===== src/design/nbr_pkg.sv =====
// ---------------------------------------------------------------------------
// nbr_pkg
// Types, codes and the crc-16 byte update shared by the nine-bit packet
// receiver modules.
// ---------------------------------------------------------------------------
package nbr_pkg;

	localparam int MAX_PAYLOAD = 256;
	localparam logic [15:0] CRC_INIT = 16'hffff;
	// header and length in front, two crc bytes behind
	localparam logic [8:0] FRAME_OVERHEAD = 9'd4;

	typedef enum logic [1:0] {
		OP_WORD  = 2'd0,
		OP_READ  = 2'd1,
		OP_CLEAR = 2'd2,
		OP_NOP   = 2'd3
	} op_t;

	typedef enum logic [1:0] {
		EV_NONE    = 2'd0,
		EV_GOOD    = 2'd1,
		EV_OTHER   = 2'd2,
		EV_CRC_BAD = 2'd3
	} event_t;

	typedef struct packed {
		logic [1:0] opcode;
		logic [8:0] serial_word;
		logic [5:0] read_index;
	} in_item_t;

	typedef struct packed {
		logic [7:0]  read_data;
		logic [1:0]  packet_event;
		logic        reply_request;
		logic [2:0]  reply_dest;
		logic [31:0] packets_good;
		logic [31:0] packets_crc_bad;
	} out_item_t;

	// parser result, everything but the read byte
	typedef struct packed {
		logic [1:0]  packet_event;
		logic        reply_request;
		logic [2:0]  reply_dest;
		logic [31:0] packets_good;
		logic [31:0] packets_crc_bad;
	} parse_res_t;

	// request from the parser to the payload store
	typedef struct packed {
		logic       stage_we;
		logic [8:0] stage_pos;
		logic [7:0] stage_byte;
		logic       commit;
		logic [8:0] commit_len;
		logic       rd_en;
		logic       rd_sel;
		logic [5:0] rd_idx;
	} store_cmd_t;

	function automatic logic [15:0] crc_add(input logic [15:0] crc, input logic [7:0] b);
		logic [7:0] x;
		x = crc[15:8] ^ b;
		x = x ^ {4'd0, x[7:4]};
		crc_add = {crc[7:0], 8'd0} ^ {x[3:0], 12'd0} ^ {3'd0, x, 5'd0} ^ {8'd0, x};
	endfunction

endpackage


===== src/design/nbr_ram.sv =====
// ---------------------------------------------------------------------------
// nbr_ram
// Generic single-write, single-read ram with a registered read port.
// ---------------------------------------------------------------------------
module nbr_ram #(
	parameter int WIDTH = 8,
	parameter int DEPTH = 128
) (
	input  logic                     clk,
	input  logic                     we,
	input  logic [$clog2(DEPTH)-1:0] waddr,
	input  logic [WIDTH-1:0]         wdata,
	input  logic                     re,
	input  logic [$clog2(DEPTH)-1:0] raddr,
	output logic [WIDTH-1:0]         rdata
);

	logic [WIDTH-1:0] mem_q [DEPTH];

	always_ff @(posedge clk) begin
		if (we) begin
			mem_q[waddr] <= wdata;
		end
		if (re) begin
			rdata <= mem_q[raddr];
		end
	end

endmodule


===== src/design/nbr_parser.sv =====
// ---------------------------------------------------------------------------
// nbr_parser
// Frame parser: header match, length, crc-16 check, packet counters.
// ---------------------------------------------------------------------------
module nbr_parser import nbr_pkg::*; (
	input  logic       clk,
	input  logic       arst_n,
	input  logic       take,
	input  in_item_t   item,
	input  logic [2:0] node_address,
	input  logic       is_slave,
	output store_cmd_t cmd,
	output parse_res_t res
);

	typedef enum logic [1:0] {
		PH_IDLE = 2'd0,
		PH_LEN  = 2'd1,
		PH_BODY = 2'd2
	} phase_t;

	phase_t      phase_q, phase_d;
	logic [8:0]  cnt_q, cnt_d;
	logic [8:0]  total_q, total_d;
	logic [2:0]  sender_q, sender_d;
	logic [1:0]  mode_q, mode_d;
	logic [15:0] crc_q, crc_d;
	logic [7:0]  low_q, low_d;
	logic [31:0] good_q, good_d;
	logic [31:0] bad_q, bad_d;

	logic [7:0]  b;
	logic [8:0]  cnt_inc;
	logic [8:0]  len9;
	logic [15:0] crc_b;

	assign b       = item.serial_word[7:0];
	assign cnt_inc = cnt_q + 9'd1;
	assign len9    = (b == 8'd0) ? 9'(MAX_PAYLOAD) : {1'b0, b};
	assign crc_b   = crc_add(crc_q, b);

	always_comb begin
		phase_d  = phase_q;
		cnt_d    = cnt_q;
		total_d  = total_q;
		sender_d = sender_q;
		mode_d   = mode_q;
		crc_d    = crc_q;
		low_d    = low_q;
		good_d   = good_q;
		bad_d    = bad_q;

		cmd            = '0;
		cmd.rd_en      = take;
		cmd.rd_sel     = take && (item.opcode == OP_READ);
		cmd.rd_idx     = item.read_index;
		cmd.stage_byte = b;
		cmd.stage_pos  = cnt_inc - 9'd3;
		cmd.commit_len = total_q - FRAME_OVERHEAD;

		res.packet_event  = EV_NONE;
		res.reply_request = 1'b0;
		res.reply_dest    = 3'd0;

		if (take && item.opcode == OP_CLEAR) begin
			good_d = '0;
			bad_d  = '0;
		end

		if (take && item.opcode == OP_WORD) begin
			if (item.serial_word[8]) begin
				// headers for other nodes leave a packet in progress alone
				if (item.serial_word[2:0] == node_address) begin
					sender_d = item.serial_word[5:3];
					mode_d   = item.serial_word[7:6];
					crc_d    = crc_add(CRC_INIT, b);
					cnt_d    = 9'd1;
					phase_d  = PH_LEN;
				end
			end else begin
				unique case (phase_q)
					PH_LEN: begin
						total_d = len9 + FRAME_OVERHEAD;
						crc_d   = crc_b;
						cnt_d   = 9'd2;
						phase_d = PH_BODY;
					end
					PH_BODY: begin
						if (cnt_q >= 9'(MAX_PAYLOAD + 4)) begin
							phase_d = PH_IDLE;
						end else begin
							cnt_d = cnt_inc;
							if ({1'b0, cnt_inc} + 10'd2 <= {1'b0, total_q}) begin
								crc_d        = crc_b;
								cmd.stage_we = 1'b1;
							end else if ({1'b0, cnt_inc} + 10'd1 == {1'b0, total_q}) begin
								low_d = b;
							end else begin
								if (low_q == crc_q[7:0] && b == crc_q[15:8]) begin
									if (mode_q == 2'd0) begin
										cmd.commit        = 1'b1;
										good_d            = good_q + 32'd1;
										res.reply_request = is_slave;
										res.packet_event  = EV_GOOD;
									end else begin
										res.packet_event = EV_OTHER;
									end
									res.reply_dest = sender_q;
								end else begin
									bad_d            = bad_q + 32'd1;
									res.packet_event = EV_CRC_BAD;
								end
								phase_d = PH_IDLE;
							end
						end
					end
					default: begin
						// data word with no packet open is dropped
					end
				endcase
			end
		end

		res.packets_good    = good_d;
		res.packets_crc_bad = bad_d;
	end

	always_ff @(posedge clk or negedge arst_n) begin
		if (!arst_n) begin
			phase_q  <= PH_IDLE;
			cnt_q    <= '0;
			total_q  <= '0;
			sender_q <= '0;
			mode_q   <= '0;
			crc_q    <= CRC_INIT;
			low_q    <= '0;
			good_q   <= '0;
			bad_q    <= '0;
		end else begin
			phase_q  <= phase_d;
			cnt_q    <= cnt_d;
			total_q  <= total_d;
			sender_q <= sender_d;
			mode_q   <= mode_d;
			crc_q    <= crc_d;
			low_q    <= low_d;
			good_q   <= good_d;
			bad_q    <= bad_d;
		end
	end

endmodule


===== src/design/nbr_store.sv =====
// ---------------------------------------------------------------------------
// nbr_store
// Payload store: two banks in one ram, per-byte bank select and valid bit,
// so a commit is a bank flip rather than a copy.
// ---------------------------------------------------------------------------
module nbr_store import nbr_pkg::*; #(
	parameter int STORE_BYTES = 64
) (
	input  logic       clk,
	input  logic       arst_n,
	input  store_cmd_t cmd,
	output logic [7:0] rd_data
);

	localparam int SA = $clog2(STORE_BYTES);
	localparam int NE = 2 ** SA;

	// bank holding the committed copy of each byte
	logic [NE-1:0] bank_q;
	logic [NE-1:0] vld_q;
	logic          rd_ok_q;
	logic [7:0]    ram_rdata;

	logic [8:0]    idx_ext;
	logic [SA-1:0] wpos;
	logic [SA-1:0] rpos;
	logic          wr_en;
	logic          rd_hit;

	assign idx_ext = {3'd0, cmd.rd_idx};
	assign wpos    = cmd.stage_pos[SA-1:0];
	assign rpos    = idx_ext[SA-1:0];
	assign wr_en   = cmd.stage_we && (cmd.stage_pos < 9'(STORE_BYTES));
	assign rd_hit  = cmd.rd_sel && (idx_ext < 9'(STORE_BYTES)) && vld_q[rpos];

	// staging always goes to the bank not holding the committed byte
	nbr_ram #(
		.WIDTH(8),
		.DEPTH(2 * NE)
	) u_ram (
		.clk   (clk),
		.we    (wr_en),
		.waddr ({~bank_q[wpos], wpos}),
		.wdata (cmd.stage_byte),
		.re    (cmd.rd_en),
		.raddr ({bank_q[rpos], rpos}),
		.rdata (ram_rdata)
	);

	always_ff @(posedge clk or negedge arst_n) begin
		if (!arst_n) begin
			bank_q  <= '0;
			vld_q   <= '0;
			rd_ok_q <= 1'b0;
		end else begin
			if (cmd.rd_en) begin
				rd_ok_q <= rd_hit;
			end
			if (cmd.commit) begin
				for (int i = 0; i < NE; i++) begin
					if (i < STORE_BYTES && 9'(i) < cmd.commit_len) begin
						bank_q[i] <= ~bank_q[i];
						vld_q[i]  <= 1'b1;
					end
				end
			end
		end
	end

	assign rd_data = rd_ok_q ? ram_rdata : 8'd0;

endmodule


===== src/design/nine_bit_packet_receiver_crc16_top.sv =====
// ---------------------------------------------------------------------------
// nine_bit_packet_receiver_crc16_top
// Multidrop 9-bit uart packet receiver with crc-16 check and payload store.
// ---------------------------------------------------------------------------
// Input channel (in_valid/in_ready/in_data) carries one request per item:
// a serial word, a read of a stored payload byte, a counter clear or a no-op.
// Output channel (out_valid/out_ready/out_data) returns exactly one result
// per request, in order, with event code, reply request and both counters.
// Requests are taken one per cycle, sustained, while the output does not stall.
// The parse result and the registered ram read are captured at the accepting
// edge and the output register loads from them when it is free, so a result
// passes the parse stage register and then the output register.
// A stalled receiver holds the output register; one more request can still
// enter the parse stage, after which in_ready drops until out_ready returns.
// Payload bytes live in one ram split into a staging and a committed bank
// per byte; a good packet flips the bank bits, so no copy cycles are needed.
// Reset clears parser state, counters and the per-byte valid bits, so the
// store reads as zero; node_address resets to 1 and is_slave to 0.
// Registers sit on an apb port: node_address at 0x0, is_slave at 0x4.
// ---------------------------------------------------------------------------
module nine_bit_packet_receiver_crc16_top import nbr_pkg::*; #(
	parameter int STORE_BYTES = 64
) (
	input  logic        clk,
	input  logic        arst_n,
	input  logic        in_valid,
	output logic        in_ready,
	input  in_item_t    in_data,
	output logic        out_valid,
	input  logic        out_ready,
	output out_item_t   out_data,
	input  logic        psel,
	input  logic        penable,
	input  logic        pwrite,
	input  logic [2:0]  paddr,
	input  logic [31:0] pwdata,
	output logic [31:0] prdata,
	output logic        pready
);

	localparam logic REG_NODE_ADDR = 1'b0;
	localparam logic REG_IS_SLAVE  = 1'b1;

	logic       reg_sel;
	logic [2:0] node_addr_q;
	logic       slave_q;

	logic       take;
	logic       move;
	logic       valid_s1;
	parse_res_t res;
	parse_res_t res_s1;
	store_cmd_t cmd;
	logic [7:0] rd_data;
	out_item_t  out_q;
	logic       out_valid_q;

	// apb registers
	assign pready  = 1'b1;
	assign reg_sel = paddr[2];
	assign prdata  = (reg_sel == REG_NODE_ADDR) ? {29'd0, node_addr_q} : {31'd0, slave_q};

	always_ff @(posedge clk or negedge arst_n) begin
		if (!arst_n) begin
			node_addr_q <= 3'd1;
			slave_q     <= 1'b0;
		end else if (psel && penable && pwrite) begin
			if (reg_sel == REG_IS_SLAVE) begin
				slave_q <= pwdata[0];
			end else begin
				node_addr_q <= pwdata[2:0];
			end
		end
	end

	// handshake: parse stage then output register
	assign move     = valid_s1 && (!out_valid_q || out_ready);
	assign in_ready = !valid_s1 || move;
	assign take     = in_valid && in_ready;

	nbr_parser u_parser (
		.clk          (clk),
		.arst_n       (arst_n),
		.take         (take),
		.item         (in_data),
		.node_address (node_addr_q),
		.is_slave     (slave_q),
		.cmd          (cmd),
		.res          (res)
	);

	nbr_store #(
		.STORE_BYTES(STORE_BYTES)
	) u_store (
		.clk     (clk),
		.arst_n  (arst_n),
		.cmd     (cmd),
		.rd_data (rd_data)
	);

	always_ff @(posedge clk or negedge arst_n) begin
		if (!arst_n) begin
			valid_s1    <= 1'b0;
			out_valid_q <= 1'b0;
		end else begin
			if (in_ready) begin
				valid_s1 <= in_valid;
			end
			if (move) begin
				out_valid_q <= 1'b1;
			end else if (out_ready) begin
				out_valid_q <= 1'b0;
			end
		end
	end

	always_ff @(posedge clk) begin
		if (take) begin
			res_s1 <= res;
		end
		if (move) begin
			out_q.read_data       <= rd_data;
			out_q.packet_event    <= res_s1.packet_event;
			out_q.reply_request   <= res_s1.reply_request;
			out_q.reply_dest      <= res_s1.reply_dest;
			out_q.packets_good    <= res_s1.packets_good;
			out_q.packets_crc_bad <= res_s1.packets_crc_bad;
		end
	end

	assign out_valid = out_valid_q;
	assign out_data  = out_q;

endmodule

===== config.mk =====
export PLATFORM = sky130hd
export DESIGN_NAME = nine_bit_packet_receiver_crc16_top
export DESIGN_NICKNAME = d
export VERILOG_FILES = /design/src/design/nbr_pkg.sv /design/src/design/nbr_ram.sv /design/src/design/nbr_parser.sv /design/src/design/nbr_store.sv /design/src/design/nine_bit_packet_receiver_crc16_top.sv
export SDC_FILE = /design/constraint.sdc
export NUM_CORES = 2
export LEC_CHECK = 0
export BUFFER_PORTS_ARGS = -buffer_cell sky130_fd_sc_hd__buf_2
export CORE_MARGIN = 2
export CORE_UTILIZATION = 37
export CTS_CLUSTER_SIZE = 40
export DETAILED_ROUTE_END_ITERATION = 7
export GPL_TIMING_DRIVEN = 0
export PLACE_DENSITY = 0.64
export SETUP_SLACK_MARGIN = 0.02
export SYNTH_ARGS = -nofsm -noshare
export SYNTH_HDL_FRONTEND = slang
export SYNTH_SLANG_ARGS = --single-unit
export TNS_END_PERCENT = 20

===== constraint.sdc =====
create_clock -name clk -period 6.2 [get_ports clk]
set_clock_uncertainty 0.15 [all_clocks]
set_input_delay 0.31 -clock clk [delete_from_list [all_inputs] [get_ports clk]]
set_output_delay 0.31 -clock clk [all_outputs]
set_load 0.01 [all_outputs]

# Word level (Yosys, flattened, before mapping)
# Memories as Yosys holds them, arrays and structs flattened. A register that Yosys moved wholly into a read port is not among the register bits.
# Cells that the tools add are included.
# classes
n_addsub,8
multipliers,0
div,0
order_cmp,70
eq_ne,13
shifts,0
mux,59
n_bitwise,83
reduce_logical,95
# op_table
cell,count
$mux W32,17
$lt A6 B9 Y1 const A,32
$lt A5 B9 Y1 const A,16
$reduce_and A2 Y1,66
$not A1 Y1,73
$lt A4 B9 Y1 const A,8
$add A32 B1 Y32 const B,2
$mux W16,4
$lt A3 B9 Y1 const A,4
$mux W9,4
$pmux W16 S2,1
$xor A16 B13 Y16,2
$xor A16 B8 Y16,2
$lt A6 B7 Y1 const B,3
$mux W1,20
$bmux W1 S6,3
$lt A1 B9 Y1 const A,2
$lt A2 B9 Y1 const A,2
$pmux W9 S2,1
$eq A8 B8 Y1,2
$not A8 Y8,2
$xor A16 B16 Y16,1
$xor A8 B4 Y8,2
$mux W2,7
34 further kinds,52
# totals
reg_bits,396
latchBits,0
ram_bits,1024
rom_bits,0
out_inout_bits,113
word_cells,482
mem_count,1
# memory_table
memory,words,width,read_ports,rd_clocked_by_memory_dff,wr,line,text
u_store.u_ram.mem_q,128,8,1,1,1,nbr_ram.sv:18,logic [WIDTH-1:0] mem_q [DEPTH];

# Logic depth before layout (Yosys ltp)
# logic_depth
depth_word,15
ltp_mapped,22
ltp_nobuf,15

# Cells and area by module
# From an unflattened synthesis, not the netlist that was laid out.
# hier_totals
cells_unflattened,3386
area_unflattened_um2,59884.9
# by_module_without_submodules
module,n_inst,cells_per_inst,area_per_inst_um2,seq_area_each_um2
nbr_ram,1,1635,39748.1,30989.7
nbr_parser,1,1001,8438.1,2847.7
nbr_store,1,549,6716.4,3228.1
nine_bit_packet_receiver_crc16_top,1,201,4982.3,4595.7

# Least setup slack after synthesis
# Ideal clock, no wire load.
# synth_timing
kind,flip-flop to flip-flop
from,register u_parser.cnt_q[0]
to,memory u_store.u_ram.mem_q[91][0] (enable)
setup_time_ps,371
t_arrival_ps,4996
required_ps,5679
path_slack_ps,684
stages_incl_launch_ff,22
n_path_buf,6
period_less_slack_ps,5516
cell_sequence,dfrtp_1 buf_2 buf_1 inv_1 ha_1 clkbuf_1 clkbuf_1 clkbuf_1 inv_1 o21ai_0 a32oi_1 xnor2_1 ha_1 a21o_1 a21oi_1 a21o_1 a21oi_1 nor2_1 o21a_1 clkbuf_1 nand3_1 nor2_1
# synth_via
elab_chain_cells,11
elab_cells_between_ends,17
cone_classes,add/sub: 3; order compare: 3; mux: 9; bitwise: 1; reduce/logical: 1
# synth_rtl
item,line,text
start: declaration,nbr_parser.sv:23,"logic [8:0] cnt_q, cnt_d;"
start signal: assignment,nbr_parser.sv:141,cnt_q <= cnt_d;
$add A9 B1 Y9,nbr_parser.sv:38,assign cnt_inc = cnt_q + 9'd1;
$add A9 B2 Y10,nbr_parser.sv:93,"if ({1'b0, cnt_inc} + 10'd2 <= {1'b0, total_q}) begin"
$le A10 B9 Y1,nbr_parser.sv:93,
$mux W1,nbr_parser.sv:93,
$mux W1,nbr_parser.sv:89,if (cnt_q >= 9'(MAX_PAYLOAD + 4)) begin
$mux W1,nbr_parser.sv:81,unique case (phase_q)
$mux W1,nbr_parser.sv:71,if (item.serial_word[8]) begin
$mux W1,nbr_parser.sv:70,if (take && item.opcode == OP_WORD) begin
$logic_and A1 B1 Y1,nbr_store.sv:33,assign wr_en = cmd.stage_we && (cmd.stage_pos < 9'(STORE_BYTES));
$mux W1,nbr_ram.sv:21,if (we) begin
$mux W1 (not written as such),nbr_ram.sv:22,mem_q[waddr] <= wdata;
end: declaration,nbr_ram.sv:18,
# Several ways; a longest one is shown, not always the timed one. The select of a mux whose other input is x is not followed.

==> impl_metrics.py <==
metrics = {
    "status": {
        "status": "finished, final reports clean",
    },
    "timing": {
        "setup_viol": 0,
        "period_needed_ns": 5.84,
        "fmax_mhz": 171,
        "slew_viol_final": 0,
        "worstMarginPinSlew_ns": 1.31,
        "slew_headroom": 0.127,
        "hold_viol_final": 0,
        "finalCritPeriodShare": 0.941,
        "grt_setup_unrepaired": "false",
    },
    "synthesis": {
        "ys_seq_area_frac": 0.706,
        "synth_top_cells_by_count": "1180 x edfxtp_1, 385 x mux4_2, 231 x dfrtp_1",
        "synth_top_area_cell": "edfxtp_1",
        "syn_inst": 3263,
        "yosys.cell_count.top_type": "edfxtp_1",
        "synth-edff-count": 1180,
        "synth_seq_cells": 1428,
        "yosysTopAreaCellShare": 0.601,
        "synth_warnings": 0,
        "synth.area.top_cells": "edfxtp_1 60%, mux4_2 15%, dfrtp_1 9.8%",
        "synthFlopType": "edfxtp_1",
        "synth_area_um2": 59000,
        "synth_area_per_cell_um2": 18.1,
        "async_flop_share": 0.174,
        "yosysUniqueCellTypes": 72,
    },
    "final_layout": {
        "finalNonFillerCells": 5836,
        "layout-drive-gt1-share": 0.295,
        "regArea_um2": 41700,
        "syn2layout_area_growth_pct": 18.1,
        "nNetsFinal": 3719,
        "multiInputGateArea_um2": 17300,
        "fillers": 13400,
    },
    "cts": {
        "clk_pin_slew_ns": 0.06,
        "cts_max_path_buffers": 3,
        "insertion_delay_ns": 0.78,
        "cts_sinks": 1428,
        "cts_root_buffer": "clkbuf_16",
        "cts_made_buffers": 144,
        "tritoncts": "done",
        "htree_levels": 4,
    },
    "global_routing": {
        "grt_overflow_total": 0,
        "grt_pass1_vias": 31500,
        "grt_max_degree": 111,
        "grt_antenna_before_repair": 2,
        "grt_pass1_wl_um": 214000,
        "grt_use_total": 0.179,
    },
    "setup_path": {
        "slowest_delay_ns": 0.57,
        "cp.required_ns": 6.55,
        "reg2reg_from": "u_parser.cnt_q[0]",
        "rrSetupSlack_ns": 0.36,
        "slowest_stage": "nor3_4",
        "crit_arrival_ns": 6.18,
        "worstSetupPathType": "reg -> reg",
        "r2r_cells": 18,
        "cp_max_fo": 19,
        "startpoint_type": "flop",
        "r2r-end": "res_s1[60]",
        "crit_chain": "buf_4, inv_1, ha_1, buf_2, clkbuf_4, inv_1, o21ai_0, a32oi_1, xnor2_1, ha_1, nand3_1, o21bai_1, a21o_1, a21oi_1, o21ai_1, nor3_4, nor2_1, a211o_1",
        "end_kind": "flop",
    },
    "place": {
        "numPortBuffers": 104,
        "dp.cells": 5479,
        "dp_hpwl_um": 95700,
        "place.gp.congestion": 0.867,
    },
    "floorplan": {
        "io-pin-count": 172,
        "die_w_um": 403,
        "die-height_um": 403,
        "initial_core_util": 0.372,
        "coreArea_um2": 158000,
        "row_count": 146,
        "die-area_um2": 163000,
    },
    "route": {
        "ant_nets": 0,
        "wire_per_inst_um": 25.0,
        "vias": 31800,
        "wirelength_um": 146000,
        "drt_iter0_markers": 3483,
        "drc": 0,
        "viasPerCell": 5.45,
        "drt_first_pass_iters": 8,
    },
    "power": {
        "p_total_uw": 22900,
        "irDropWorstVdd_mv": 0.271,
        "p_per_area_nw_per_um2": 329,
        "p_leak_uw": 0.0242,
    },
    "hold_path": {
        "hold_path.class": "in -> async",
    },
    "run": {
        "max-cap-violations": 0,
    },
}
power by group:
group	switching (µW)	total, µW	internal, µW
Combinational	2310	3350	1040
Sequential	136	10800	10600
Clock	3770	8830	5060
sequential cells by signal (all words and copies together) (netlist names), 16 cells and up:
name,cells
out_data,78
res_s1,70
u_parser.bad_q,32
u_parser.crc_q,16
u_parser.good_q,32
u_store.bank_q,64
u_store.u_ram.mem_q,1024
u_store.vld_q,64
cells by family after synthesis:
| family | Yosys count | synth area share |
|---|---|---|
| XOR/XNOR | 159 | 0.0241 |
| AO/OA/AOI/OAI | 256 | 0.0269 |
| AND/OR/NAND/NOR | 686 | 0.0565 |
| adder cells (fa/ha/maj) | 19 | 0.00403 |
| flip-flops | 1428 | 0.706 |
| buffers and inverters | 237 | 0.0187 |
| other | 2 | 0.000127 |
| multiplexers | 476 | 0.163 |
metrics by stage:
| stage | worst slack, ns | TNS [ns] | hold WS (ns) | utilization | area [µm²] |
|---|---|---|---|---|---|
| after floorplan | 0.684 | 0 | -0.136 | - | 59100 |
| after global placement | -2.21 | -2218.05 | 0.251 | 0.393 | 62200 |
| after detailed placement | -2.35 | -2235.81 | 0.0834 | 0.395 | 62600 |
| after CTS | 0.0776 | 0 | 0.00504 | 0.437 | 69200 |
| after global routing | 0.106 | 0 | 0.0642 | 0.440 | 69600 |
| final | 0.364 | 0 | 0.0656 | 0.440 | 69600 |
what timing repair did:
action | 4_1_cts | 5_1_grt
endpoints found under the setup margin | 1311 | 1022
hold buffers | 24 | 0
endpoints found under the hold margin | 525 | 0
pin swaps | 30 | 25
buffers inserted | 43 | 23
resized for setup | 260 | 2
routing by layer:
layer  wire length (µm)  track usage  share of wire  up-vias
li1                   -            -              -    13600
met1              62600        0.255           0.43    16800
met2              70400        0.285           0.48     1203
met3               9570       0.0282          0.065      183
met4               3570       0.0497          0.024        2
met5                  7            0       0.000048        -
worst max-delay path: cells and delay by family, from the launching register on:
family	cells	cell delay, ns
adder cells (fa/ha/maj)	2	0.72
flip-flops	1	0.41
AO/OA/AOI/OAI	7	1.73
buffers and inverters	5	1.40
AND/OR/NAND/NOR	3	0.94
XOR/XNOR	1	0.18
worst max-delay path by stage:
stage                      start                         end  slack [ns]  cells after the start
6_report       u_parser.cnt_q[0]                  res_s1[60]        0.36                     18
3_3_place_gp   u_parser.cnt_q[0]  u_store.u_ram.mem_q[17][7]       -2.21                     21
2_1_floorplan  u_parser.cnt_q[0]  u_store.u_ram.mem_q[91][0]        0.68                     21
5_1_grt        u_parser.cnt_q[0]  u_store.u_ram.mem_q[10][0]        0.11                     19
4_1_cts        u_parser.cnt_q[0]   u_store.u_ram.mem_q[2][3]        0.08                     21
3_5_place_dp   u_parser.cnt_q[0]  u_store.u_ram.mem_q[19][0]       -2.35                     21
layout make-up:
cell class / count / area share
Sequential cell: 1428 / 0.598
Multi-Input combinational cell: 1626 / 0.248
Clock buffer: 176 / 0.0545
Tap cell: 2072 / 0.0372
Timing Repair Buffer: 206 / 0.0311
Clock inverter: 92 / 0.0147
Buffer: 193 / 0.0136
Inverter: 42 / 0.00230
Antenna cell: 1 / 0.0000359
cells in the final DEF (no fill, tap or decap), types with 92 or more instances in the layout:
master,synthesis,final
clkbuf_16,0,147
edfxtp_1,1180,1180
dfrtp_1,231,231
buf_2,45,140
nor2_4,0,99
o21ai_0,92,92
clkbuf_1,99,122
xnor2_1,103,103
nand2_1,143,143
mux4_2,385,385
Power figures use the tool's default switching activity.
